File: src/hdl/lz_byte_window_depacker_core_assert.svh
// Assertion macros shared by the depacker RTL.
`ifndef LZ_BYTE_WINDOW_DEPACKER_CORE_ASSERT_SVH
`define LZ_BYTE_WINDOW_DEPACKER_CORE_ASSERT_SVH

// Property checked at every clock edge outside reset.
`define LZBWD_ASSERT(lbl, prop, msg) \
  lbl: assert property (@(posedge clk_i) disable iff (!rst_ni) (prop)) else $error(msg);

// Condition in one cycle implies a condition in the next.
`define LZBWD_ASSERT_NEXT(lbl, pre, post, msg) \
  lbl: assert property (@(posedge clk_i) disable iff (!rst_ni) (pre) |=> (post)) \
    else $error(msg);

`endif

File: src/hdl/lzbwd_pkg.sv
// Types and constants of the byte-window LZ depacker.
`timescale 1ns / 1ps
package lzbwd_pkg;

  localparam int Lanes    = 4;                  // decoded bytes per result beat
  localparam int LaneW    = $clog2(Lanes + 1);  // holds 0..Lanes
  localparam int WinDepth = 256;                // history window bytes
  localparam int WinIdxW  = $clog2(WinDepth);

  localparam logic [7:0] MatchShortMin = 8'h80;  // token bytes at or above: short match
  localparam logic [7:0] ShortLen      = 8'd2;
  localparam logic [7:0] FlagMarker    = 8'h80;  // sentinel bit of a loaded flag byte

  typedef enum logic [1:0] {
    PH_START,
    PH_LITERAL,
    PH_MATCH,
    PH_INDEX
  } phase_e;

  typedef enum logic [1:0] {
    ST_TAKE,
    ST_COPY,
    ST_DONE
  } ctrl_state_e;

  typedef struct packed {
    logic [31:0] out_bytes;
    logic [2:0]  byte_count;
    logic        stream_end;
    logic        last_of_run;
  } result_t;

  typedef struct packed {
    logic               push;
    logic [7:0]         push_data;
    logic               tap_load;
    logic [WinIdxW-1:0] tap_idx;
  } win_ctrl_t;

endpackage

File: src/hdl/lzbwd_if.sv


interface lzbwd_out_if;
  logic        valid;
  logic        ready;
  logic [31:0] out_bytes;
  logic [2:0]  byte_count;
  logic        stream_end;
  logic        last_of_run;

  modport source (output valid, output out_bytes, output byte_count, output stream_end,
                  output last_of_run, input ready);
  modport sink (input valid, input out_bytes, input byte_count, input stream_end,
                input last_of_run, output ready);
endinterface

File: src/hdl/lzbwd_outbuf.sv
// Two-entry result buffer in front of the output channel.
`timescale 1ns / 1ps
module lzbwd_outbuf (
  input  logic               clk_i,
  input  logic               rst_ni,
  input  logic               push_i,
  input  lzbwd_pkg::result_t data_i,
  output logic               room_o,
  lzbwd_out_if.source        out_o
);
  import lzbwd_pkg::*;

  result_t    ent0_q, ent1_q;
  logic [1:0] cnt_q;
  logic       pop;

  assign pop    = out_o.valid && out_o.ready;
  assign room_o = (cnt_q != 2'd2);

  always_ff @(posedge clk_i or negedge rst_ni) begin
    if (!rst_ni) begin
      cnt_q <= '0;
    end else begin
      cnt_q <= cnt_q + {1'b0, push_i} - {1'b0, pop};
    end
  end

  always_ff @(posedge clk_i) begin
    if (pop && cnt_q == 2'd2) begin
      ent0_q <= ent1_q;
    end else if (push_i && ((pop && cnt_q == 2'd1) || (!pop && cnt_q == 2'd0))) begin
      ent0_q <= data_i;
    end
    if (push_i && !pop && cnt_q == 2'd1) begin
      ent1_q <= data_i;
    end
  end

  assign out_o.valid       = (cnt_q != 2'd0);
  assign out_o.out_bytes   = ent0_q.out_bytes;
  assign out_o.byte_count  = ent0_q.byte_count;
  assign out_o.stream_end  = ent0_q.stream_end;
  assign out_o.last_of_run = ent0_q.last_of_run;
endmodule

File: src/flat_wrapper.sv
// flat-port wrapper written by rule: the top's interface ports become plain ports
module lzbwd_outbuf_flat import lzbwd_pkg::*;
  (clk_i, rst_ni, push_i, data_i, room_o, out_o_valid, out_o_out_bytes, out_o_byte_count, out_o_stream_end, out_o_last_of_run, out_o_ready);
  lzbwd_out_if out_o_i ();
  input  logic clk_i;
  input  logic rst_ni;
  input  logic push_i;
  input  lzbwd_pkg::result_t data_i;
  output logic room_o;
  output wire logic [$bits(out_o_i.valid)-1:0] out_o_valid;
  output wire logic [$bits(out_o_i.out_bytes)-1:0] out_o_out_bytes;
  output wire logic [$bits(out_o_i.byte_count)-1:0] out_o_byte_count;
  output wire logic [$bits(out_o_i.stream_end)-1:0] out_o_stream_end;
  output wire logic [$bits(out_o_i.last_of_run)-1:0] out_o_last_of_run;
  input wire logic [$bits(out_o_i.ready)-1:0] out_o_ready;
  assign out_o_valid = out_o_i.valid;
  assign out_o_out_bytes = out_o_i.out_bytes;
  assign out_o_byte_count = out_o_i.byte_count;
  assign out_o_stream_end = out_o_i.stream_end;
  assign out_o_last_of_run = out_o_i.last_of_run;
  assign out_o_i.ready = out_o_ready;
  lzbwd_outbuf u_core (.clk_i(clk_i), .rst_ni(rst_ni), .push_i(push_i), .data_i(data_i), .room_o(room_o), .out_o(out_o_i));
endmodule
File: config.mk
export PLATFORM = sky130hd
export DESIGN_NAME = lzbwd_outbuf_flat
export DESIGN_NICKNAME = d
export VERILOG_FILES = /design/src/hdl/lz_byte_window_depacker_core_assert.svh /design/src/hdl/lzbwd_pkg.sv /design/src/hdl/lzbwd_if.sv /design/src/hdl/lzbwd_outbuf.sv /design/src/flat_wrapper.sv
export SDC_FILE = /design/constraint.sdc
export NUM_CORES = 1
export LEC_CHECK = 0
export CAP_MARGIN = 30
export CELL_PAD_IN_SITES_DETAIL_PLACEMENT = 0
export CELL_PAD_IN_SITES_GLOBAL_PLACEMENT = 1
export CORE_AREA = 2 2 70 98
export DETAILED_ROUTE_END_ITERATION = 10
export DIE_AREA = 0 0 72 100
export DONT_BUFFER_PORTS = 1
export PLACE_DENSITY = 0.8
export SLEW_MARGIN = 20
export SYNTH_ARGS = -nofsm -noshare
export SYNTH_HDL_FRONTEND = slang
export SYNTH_SLANG_ARGS = --single-unit
export TNS_END_PERCENT = 20
File: constraint.sdc
create_clock -name clk_i -period 5.9 [get_ports clk_i]
set_input_delay 0.59 -clock clk_i [delete_from_list [all_inputs] [get_ports clk_i]]
set_output_delay 0.59 -clock clk_i [all_outputs]
set_load 0.005 [all_outputs]
==> flow_summary.json, run 1 <==
{
  "drc": 0,
  "cts_buffer_depth": 2,
  "grt_pass1_wl_um": 6831,
  "die_w_um": 72,
  "rows": 35,
  "vdd_drop_max_uv": 264.1,
  "grt_pass1_vias": 1281,
  "powerDensity_nw_per_um2": 428.6,
  "min_from": "data_i[2]",
  "insertion_delay_ns": 0.34,
  "fin_ws_ns": 4.044,
  "crit_path_end_kind": "flop",
  "synth-edff-count": 74,
  "cts_root_buf": "clkbuf_8",
  "drt_pre_antenna_iters": 4,
  "tightest_slew_ns": 0.8720,
  "synth_seq_cells": 76,
  "hp-class": "input pin to flop",
  "die_h_um": 100,
  "vias_per_cell": 5.379,
  "syn_area_per_cell_um2": 22.02,
  "drive_gt1_frac": 0.3931,
  "hold_violations": 0,
  "cts_sinks": 76,
  "h-tree-depth": 3,
  "ys_seq_area_frac": 0.7879,
  "pre_cts_ws_ns": 3.877,
  "crit_fanout": 37,
  "num_vias": 1178,
  "coreArea_um2": 6437,
  "path_clk_slew_ns": 0.08,
  "dp.final_hpwl_um": 3081,
  "ant_nets": 0,
  "place_congestion": 0.7001,
  "gr-total-overflow": 0,
  "worstSetupStartpointType": "flop",
  "max_freq_mhz": 538.8,
  "yosysUniqueCellTypes": 16,
  "cts-buffers-inserted": 9,
  "whs_ns": 0.3394,
  "rsz0062_at_grt": "false",
  "power_mw": 1.372,
  "antenna_found_initial": 0,
  "numPortBuffers": 0,
  "syn_inst": 131,
  "area_growth_pct": 10.98,
  "post-cts-setup-buffer-count": 0,
  "crit_type": "flop to flop",
  "wl_per_cell_um": 21.31,
  "critPathLaunch": "u_core.cnt_q[1]",
  "skew_ns": 0.007568,
  "grt_max_degree": 39,
  "cts_tree": "built",
  "grt_util_all_layers": 0.1355,
  "maxCapViolCount": 0,
  "finalSetupViolCount": 0,
  "nNetsFinal": 183,
  "slew-limit-headroom": 0.4186,
  "syn_nets": 173,
  "dieArea_um2": 7200,
  "dr.first_iter.drc_count": 72,
  "drv_slew": 0,
  "antenna_cells": 0,
  "initial_core_util": 0.4480,
  "yosys_warnings": 0,
  "async_flop_share": 0.02632,
  "syn-cell-area_um2": 2884,
  "worstPathRequired_ns": 5.86,
  "synth_top_flop_cell": "edfxtp_1",
  "fin_crit_ns": 1.856,
  "cp.arrival_ns": 1.82,
  "p_leak_nw": 1.138,
  "period_share": 0.3146,
  "pin_count": 80,
  "outcome": "completed",
  "r2r-start": "u_core.cnt_q[1]",
  "tns_ns": 0,
  "wl_um": 4666
}
-- placed cells by master, fill, tap and decap left out, drive strengths merged --
| master | count |
|---|---|
| xnor2 | 1 |
| clkbuf | 10 |
| ha | 1 |
| o21ai | 3 |
| nor2b | 1 |
| inv | 2 |
| a21oi | 1 |
| dfrtp | 2 |
| bufinv | 2 |
| buf | 2 |
| nand3 | 1 |
| clkinvlp | 1 |
| dlygate4sd3 | 1 |
| edfxtp | 74 |
| mux2 | 37 |
| or2 | 1 |
| clkinv | 2 |
| nand2 | 2 |
| and3 | 1 |
-- per-stage QoR --
step / utilization / instance area [um^2] / instances
4_1_cts: 0.4972 / 3201 / 219
3_3_place_gp: 0.4595 / 2958 / 202
6_report: 0.4972 / 3201 / 219
5_1_grt: 0.4972 / 3201 / 219
2_1_floorplan: - / 2884 / 131
3_5_place_dp: 0.4638 / 2985 / 203
-- registers in the layout (all words and copies together), names as in the netlist --
register,count
u_core.out_o.stream_end,1
u_core.ent1_q,37
u_core.out_o.byte_count,3
u_core.out_o.out_bytes,32
u_core.out_o.last_of_run,1
u_core.cnt_q,2
-- synthesized netlist by cell type, types with 2 or more instances --
master,count,area share
buf_6,3,0.012
dfrtp_1,2,0.017
edfxtp_1,74,0.77
inv_1,2,0.0026
mux2_2,18,0.070
mux2_4,19,0.099
nand2_1,2,0.0026
o21ai_0,3,0.0052
-- critical path, stage by stage, from the launching register on --
cell,delay (ns)
dfrtp_1,0.45
nor2b_1,0.22
and3_2,0.80
-- power breakdown --
part,internal (mW),switching [mW],total (mW),leakage (nW)
Combinational,0.0813,0.100,0.181,0.320
Clock,0.234,0.177,0.411,0.102
Sequential,0.728,0.0510,0.779,0.715
-- cells by family after synthesis --
group	share of synthesized area
simple gates	0.01259
xor+xnor	0.003037
buf+inv	0.01605
fa+ha+maj	0.004338
flops	0.7879
mux	0.1692
compound gates	0.006938
-- worst paths after layout --
path                                               to  slack, ns  cells after the start
min                                  u_core.ent1_q[2]       0.34                      0
min reg2reg                u_core.out_o.byte_count[1]       0.55                      1
max in group asynchronous             u_core.cnt_q[1]       5.29                      1
max reg2reg                         u_core.ent1_q[20]       4.04                      2
min in group asynchronous             u_core.cnt_q[0]       0.48                      1
max                                 u_core.ent1_q[20]       4.04                      2
-- what timing repair did --
action	CTS	global route
setup endpoints to repair	0	0
resized for setup	0	0
endpoints found under the hold margin	2	0
hold buffers	1	0
-- per-layer routing --
metal  track usage  part of all wire
met5             0                 0
met1        0.1455              0.37
met4       0.08128             0.026
met3       0.06124             0.063
met2        0.2172              0.54
-- cell type report --
cell class	count	area [um^2]
clock buffer	10	127.6
clock inverter	5	77.57
fill	505	3237
inverter	2	7.507
multi-input combinational	49	578.1
sequential	76	2272
tap	74	92.59
timing repair buffer	3	45.04
Power figures use the tool's default switching activity.
==> run 2: changes to the inputs <==
- ABC_AREA: unset -> 1
- PLACE_DENSITY: 0.8 -> 0.84
- clock period: 5.9 -> 1.85 ns (I/O delays scaled with it)
==> run 2 against run 1 <==
Final area is 12% higher. Critical path type unchanged. Largest power group unchanged. Critical endpoint is now u_core.out_o.out_bytes[9]. Non-clock buffer count grew 43. Largest cell class unchanged. Hold slack lost 0.30 ns. Sequential share of layout area decreased by 7.6 points. Cell count increased by 56%.
==> flow_summary.json, run 2 <==
{
  "outcome": "completed",
  "cpPeakStageDelay_ns": 0.39,
  "top_register": "u_core.ent1_q",
  "slowest_stage": "dfrtp_1",
  "synth-edff-count": 74,
  "grt_max_degree": 35,
  "path_buf_inv": 2,
  "cts_buffer_depth": 2,
  "mostFrequentLayoutCells": "74 x edfxtp_1, 44 x nand2_1, 41 x inv_1",
  "crit_type": "flop to flop",
  "hold_buffers": 39,
  "grt_util_all_layers": 0.1555,
  "insertion_delay_ns": 0.34,
  "ant_nets": 0,
  "place_congestion": 0.7119,
  "synthSimpleGateAreaFrac": 0.06681,
  "reg2reg_setup_slack_ns": 0.45,
  "synth_top_family_by_area": "buffers and inverters",
  "synth_fa_ha_area_frac": 0.004338,
  "nNetsFinal": 304,
  "syn_inst": 213,
  "die_w_um": 72,
  "cts_root_buf": "clkbuf_8",
  "stdcell_count": 341,
  "numPortBuffers": 0,
  "maxCapViolCount": 0,
  "cts-buffers-inserted": 9,
  "cts_sinks": 76,
  "mostFrequentLayoutCell": "edfxtp_1",
  "coreArea_um2": 6437,
  "dieArea_um2": 7200,
  "drv_slew": 0,
  "pin_count": 80,
  "synth.mux.area_fraction": 0,
  "synth_top_flop_cell": "edfxtp_1",
  "grt_pass1_wl_um": 8217,
  "rsz0062_at_grt": "false",
  "drt_pre_antenna_iters": 4,
  "path_cells": "inv_1 > nand3_2 > nand2_2 > buf_4",
  "largest_reg_flops": 37,
  "dr.first_iter.drc_count": 97,
  "initial_core_util": 0.4480,
  "gr-total-overflow": 0,
  "async_flop_share": 0.02632,
  "rows": 35,
  "hp-class": "input pin to flop",
  "hold_violations": 0,
  "yosysTopAreaCellShare": 0.7705,
  "p_leak_nw": 1.457,
  "synth_compound_area_frac": 0.06594,
  "ys_top_cells_by_area": "edfxtp_1 77%, nand2_1 5.9%, inv_1 5.3%, o21ai_1 5.2%, dfrtp_1 1.7%",
  "fin_crit_ns": 1.400,
  "vdd_drop_max_uv": 501.8,
  "cp.arrival_ns": 1.42,
  "yosysUniqueCellTypes": 14,
  "yosysMostFrequentCell": "edfxtp_1",
  "worstSetupStartpointType": "flop",
  "syn_area_per_cell_um2": 13.54,
  "n_fill_cell": 535,
  "syn_nets": 255,
  "post-cts-setup-buffer-count": 0,
  "tns_ns": 0,
  "crit_path_end_kind": "flop",
  "antenna_found_initial": 0,
  "synth.top_cells.by_count": "74 x edfxtp_1, 45 x nand2_1, 41 x inv_1",
  "powerDensity_nw_per_um2": 1240,
  "grt_pass1_vias": 1663,
  "syn-cell-area_um2": 2884,
  "die_h_um": 100,
  "synth_xor_xnor_area_share": 0,
  "dp.final_hpwl_um": 3247,
  "max_freq_mhz": 714.1,
  "cts_tree": "built",
  "area_growth_pct": 24.21,
  "cts_resized": 0,
  "period_share": 0.7570,
  "drive_gt1_frac": 0.09738,
  "h-tree-depth": 3,
  "tightest_slew_ns": 0.3016,
  "slew-limit-headroom": 0.7989,
  "antenna_cells": 0,
  "synth_seq_cells": 76,
  "num_vias": 1604,
  "vias_per_cell": 4.704,
  "finalSetupViolCount": 0,
  "drc": 0,
  "wl_um": 5142,
  "crit_family": "flip-flops",
  "ys_seq_area_frac": 0.7879,
  "wl_per_cell_um": 15.08,
  "path_clk_slew_ns": 0.07,
  "yosys.area.top_type": "edfxtp_1",
  "yosys_warnings": 0,
  "crit_fanout": 22,
  "dpl.cell_count": 286,
  "skew_ns": 0.009468,
  "worstPathRequired_ns": 1.87
}
[run 2: worst paths after layout]
| path | start | endpoint | cells after the start |
|---|---|---|---|
| max | u_core.cnt_q[0] | u_core.out_o.out_bytes[9] | 4 |
| min | data_i[2] | u_core.out_o.byte_count[0] | 2 |
| max reg2reg | u_core.cnt_q[0] | u_core.out_o.out_bytes[9] | 4 |
| min reg2reg | u_core.ent1_q[6] | u_core.out_o.out_bytes[1] | 2 |
| max in group asynchronous | rst_ni | u_core.cnt_q[1] | 1 |
| min in group asynchronous | rst_ni | u_core.cnt_q[0] | 1 |
[run 2: cells by family after synthesis]
family	count (synthesis)
flip-flops	76
buffers and inverters	49
AND/OR/NAND/NOR	49
AO/OA/AOI/OAI	38
adder cells (fa/ha/maj)	1
[run 2: final cells by class]
cell class,count,area [um^2],area share
sequential,76,2272,0.6343
inverter,41,153.9,0.04296
timing repair buffer,46,442.9,0.1236
multi-input combinational,88,405.4,0.1132
tap,74,92.59,0.02585
clock buffer,9,123.9,0.03458
clock inverter,7,91.34,0.02550
[run 2: layer usage]
metal	share of wire	track usage
met1	0.39	0.1721
met2	0.53	0.2621
met4	0.021	0.07402
met5	0	0
met3	0.060	0.05823
[run 2: stage by stage]
step / hold WS [ns] / setup slack, ns / cell area (um^2) / power [mW] / utilization
floorplan: -0.1106 / 0.2534 / 2894 / 2.910 / -
global placement: -0.1105 / 0.4732 / 2977 / 3.065 / 0.4624
detailed placement: -0.1105 / 0.4402 / 2977 / 3.093 / 0.4624
CTS: 0.02216 / 0.4318 / 3582 / 4.498 / 0.5565
global route: 0.03129 / 0.3301 / 3582 / 4.655 / 0.5565
finish: 0.03943 / 0.4496 / 3582 / 4.442 / 0.5565
[run 2: power breakdown]
group | internal (mW) | switching [mW]
registers | 2.34 | 0.158
clock network | 0.754 | 0.588
logic | 0.200 | 0.404
==> run 3: changes to the inputs <==
- clock period: 1.85 -> 1.3 ns (I/O delays scaled with it)
==> run 3 against run 2 <==
The flow now finishes with violations (negative setup slack). Clock skew decreased by 0.0016 ns. Worst setup slack got worse by 0.48 ns. Sequential power increased by 43%. Fmax is 4.9% higher. Core utilization rose by 6.5 points. Flip-flop and latch count is the same. Clock-buffer cell count unchanged. Sequential share of layout area is 6.6 points lower. Power rose by 53%. First-iteration DRC count shrank 39%. Highest routed layer unchanged.
==> flow_summary.json, run 3 (synthesis results as in run 2) <==
{
  "path_clk_slew_ns": 0.08,
  "cpPeakStageDelay_ns": 0.44,
  "ant_nets": 0,
  "insertion_delay_ns": 0.34,
  "drive_gt1_frac": 0.2294,
  "swShare": 0.2776,
  "powerDensity_nw_per_um2": 1703,
  "antenna_cells": 0,
  "period_share": 1.027,
  "cp.arrival_ns": 1.42,
  "mostFrequentLayoutCell": "edfxtp_1",
  "crit_fanout": 6,
  "wl_per_cell_um": 17.12,
  "fin_ws_ns": -0.03532,
  "nNetsFinal": 317,
  "drv_slew": 0,
  "hp-class": "input pin to flop",
  "top_register": "u_core.ent1_q",
  "dr.first_iter.drc_count": 59,
  "drt_pre_antenna_iters": 4,
  "cts_tree": "built",
  "pin_count": 80,
  "slew-limit-headroom": 0.8795,
  "cts-buffers-inserted": 9,
  "gr-total-overflow": 0,
  "crit_path_end_kind": "flop",
  "die_h_um": 100,
  "violations": "negative setup slack",
  "grt_pass1_wl_um": 8045,
  "fin_crit_ns": 1.335,
  "coreArea_um2": 6437,
  "cts_root_buf": "clkbuf_8",
  "n_fill_cell": 484,
  "num_vias": 1771,
  "wl_um": 6043,
  "place_congestion": 0.6536,
  "switchingPower_mw": 1.892,
  "slowest_stage": "dfrtp_2",
  "drc": 0,
  "dieArea_um2": 7200,
  "worstPathRequired_ns": 1.39,
  "comb_power_share": 0.231,
  "path_cells": "buf_4 > nand3_4 > clkbuf_16 > nand2_1 > o21ai_0",
  "grt_pass1_vias": 1636,
  "internal_power_mw": 4.923,
  "antenna_found_initial": 0,
  "h-tree-depth": 3,
  "grt_max_degree": 53,
  "finalSetupViolCount": 27,
  "p_leak_nw": 1.611,
  "rows": 35,
  "maxCapViolCount": 0,
  "power_frac_clock": 0.244,
  "crit_type": "flop to flop",
  "mostFrequentLayoutCells": "74 x edfxtp_1, 42 x dlygate4sd3_1, 39 x inv_1",
  "whs_ns": 0.01965,
  "vdd_drop_max_uv": 1018,
  "largest_reg_flops": 37,
  "vias_per_cell": 5.017,
  "tightest_slew_ns": 0.1789,
  "outcome": "finished, violations left",
  "seqPwrFrac": 0.525,
  "grt_util_all_layers": 0.1500,
  "skew_ns": 0.007909,
  "rsz0062_at_grt": "true",
  "final_util": 0.6218,
  "cts_buffer_depth": 2,
  "cts_sinks": 76,
  "hold_violations": 0,
  "worstSetupStartpointType": "flop",
  "die_w_um": 72,
  "dp.final_hpwl_um": 3217,
  "numPortBuffers": 0,
  "area_growth_pct": 38.79,
  "max_freq_mhz": 748.9,
  "initial_core_util": 0.4480
}
## run 3: cell count changes in the layout (fill, tap and decap cells not counted), moves of 3 or more
cell           previous run  this run
o21ai_0                   8         3
clkbuf_16                 0         7
nand2_2                   1        10
buf_12                    0         6
o21ai_1                  30        24
dlygate4sd3_1            39        42
nand2_1                  44        28
o21ai_2                   0        11
buf_4                     7         2
nand2_4                   0         6
## run 3: final timing paths
check                                   from                    endpoint  slack (ns)  cells after the start
setup / recovery             u_core.cnt_q[1]  u_core.out_o.byte_count[1]       -0.04                      5
hold / removal                    data_i[36]  u_core.out_o.out_bytes[31]        0.02                      2
hold reg to reg            u_core.ent1_q[32]  u_core.out_o.out_bytes[27]        0.57                      2
setup reg to reg             u_core.cnt_q[1]  u_core.out_o.byte_count[1]       -0.04                      5
max in group asynchronous             rst_ni             u_core.cnt_q[1]        0.62                      2
min in group asynchronous             rst_ni             u_core.cnt_q[0]        0.55                      2
## run 3: routing by layer
metal  track usage  wire length [um]  vias up
met3       0.05120               323       13
met4       0.07837               134        0
li1              -                 -      849
met5             0                 0        -
met1        0.1832              2339      840
met2        0.2350              3245       69
## run 3: stage by stage
| stage | setup TNS [ns] | power [mW] | setup slack (ns) | cell area [um^2] | cells |
|---|---|---|---|---|---|
| CTS | -0.003332 | 6.352 | -0.002288 | 3625 | 341 |
| global route | -3.543 | 7.128 | -0.06504 | 4003 | 353 |
| floorplan | -11.66 | 4.153 | -0.2186 | 2902 | 213 |
| detailed placement | -0.007363 | 4.587 | -0.007363 | 3054 | 287 |
| finish | -0.1863 | 6.815 | -0.03532 | 4003 | 353 |
| global placement | 0 | 4.546 | 0.06039 | 3054 | 287 |
## run 3: repair_timing
item                                    in CTS  in global routing
setup buffers                                0                  1
pin swaps                                    0                  4
endpoints found under the hold margin       75                  3
resized for setup                            0                 47
hold buffers                                39                  3
gates cloned                                 0                  8
endpoints found under the setup margin       2                 80
## run 3: critical path, delay by kind of cell, from the launching register on
| family | cells | cell delay, ns |
|---|---|---|
| and+or+nand+nor | 2 | 0.20 |
| buffers and inverters | 2 | 0.35 |
| DFF | 1 | 0.44 |
| AOI/OAI and AO/OA | 1 | 0.10 |
## run 3: power by group through the flow
stage | combinational, mW | clock [mW] | sequential (mW)
finish | 1.57 | 1.67 | 3.58
global route | 1.71 | 1.79 | 3.62
CTS | 1.07 | 1.71 | 3.57
detailed placement | 0.964 | 0 | 3.62
global placement | 0.937 | 0 | 3.61
floorplan | 0.617 | 0 | 3.54
## run 3: layout make-up
type,instances,area (um^2),area share
repair buffers,58,742.0,0.1854
inverters,41,153.9,0.03845
clock inverters,6,56.30,0.01407
flip-flops and latches,76,2273,0.5680
multi-input cells,89,560.5,0.1400
clock buffers,9,123.9,0.03095
well taps,74,92.59,0.02313
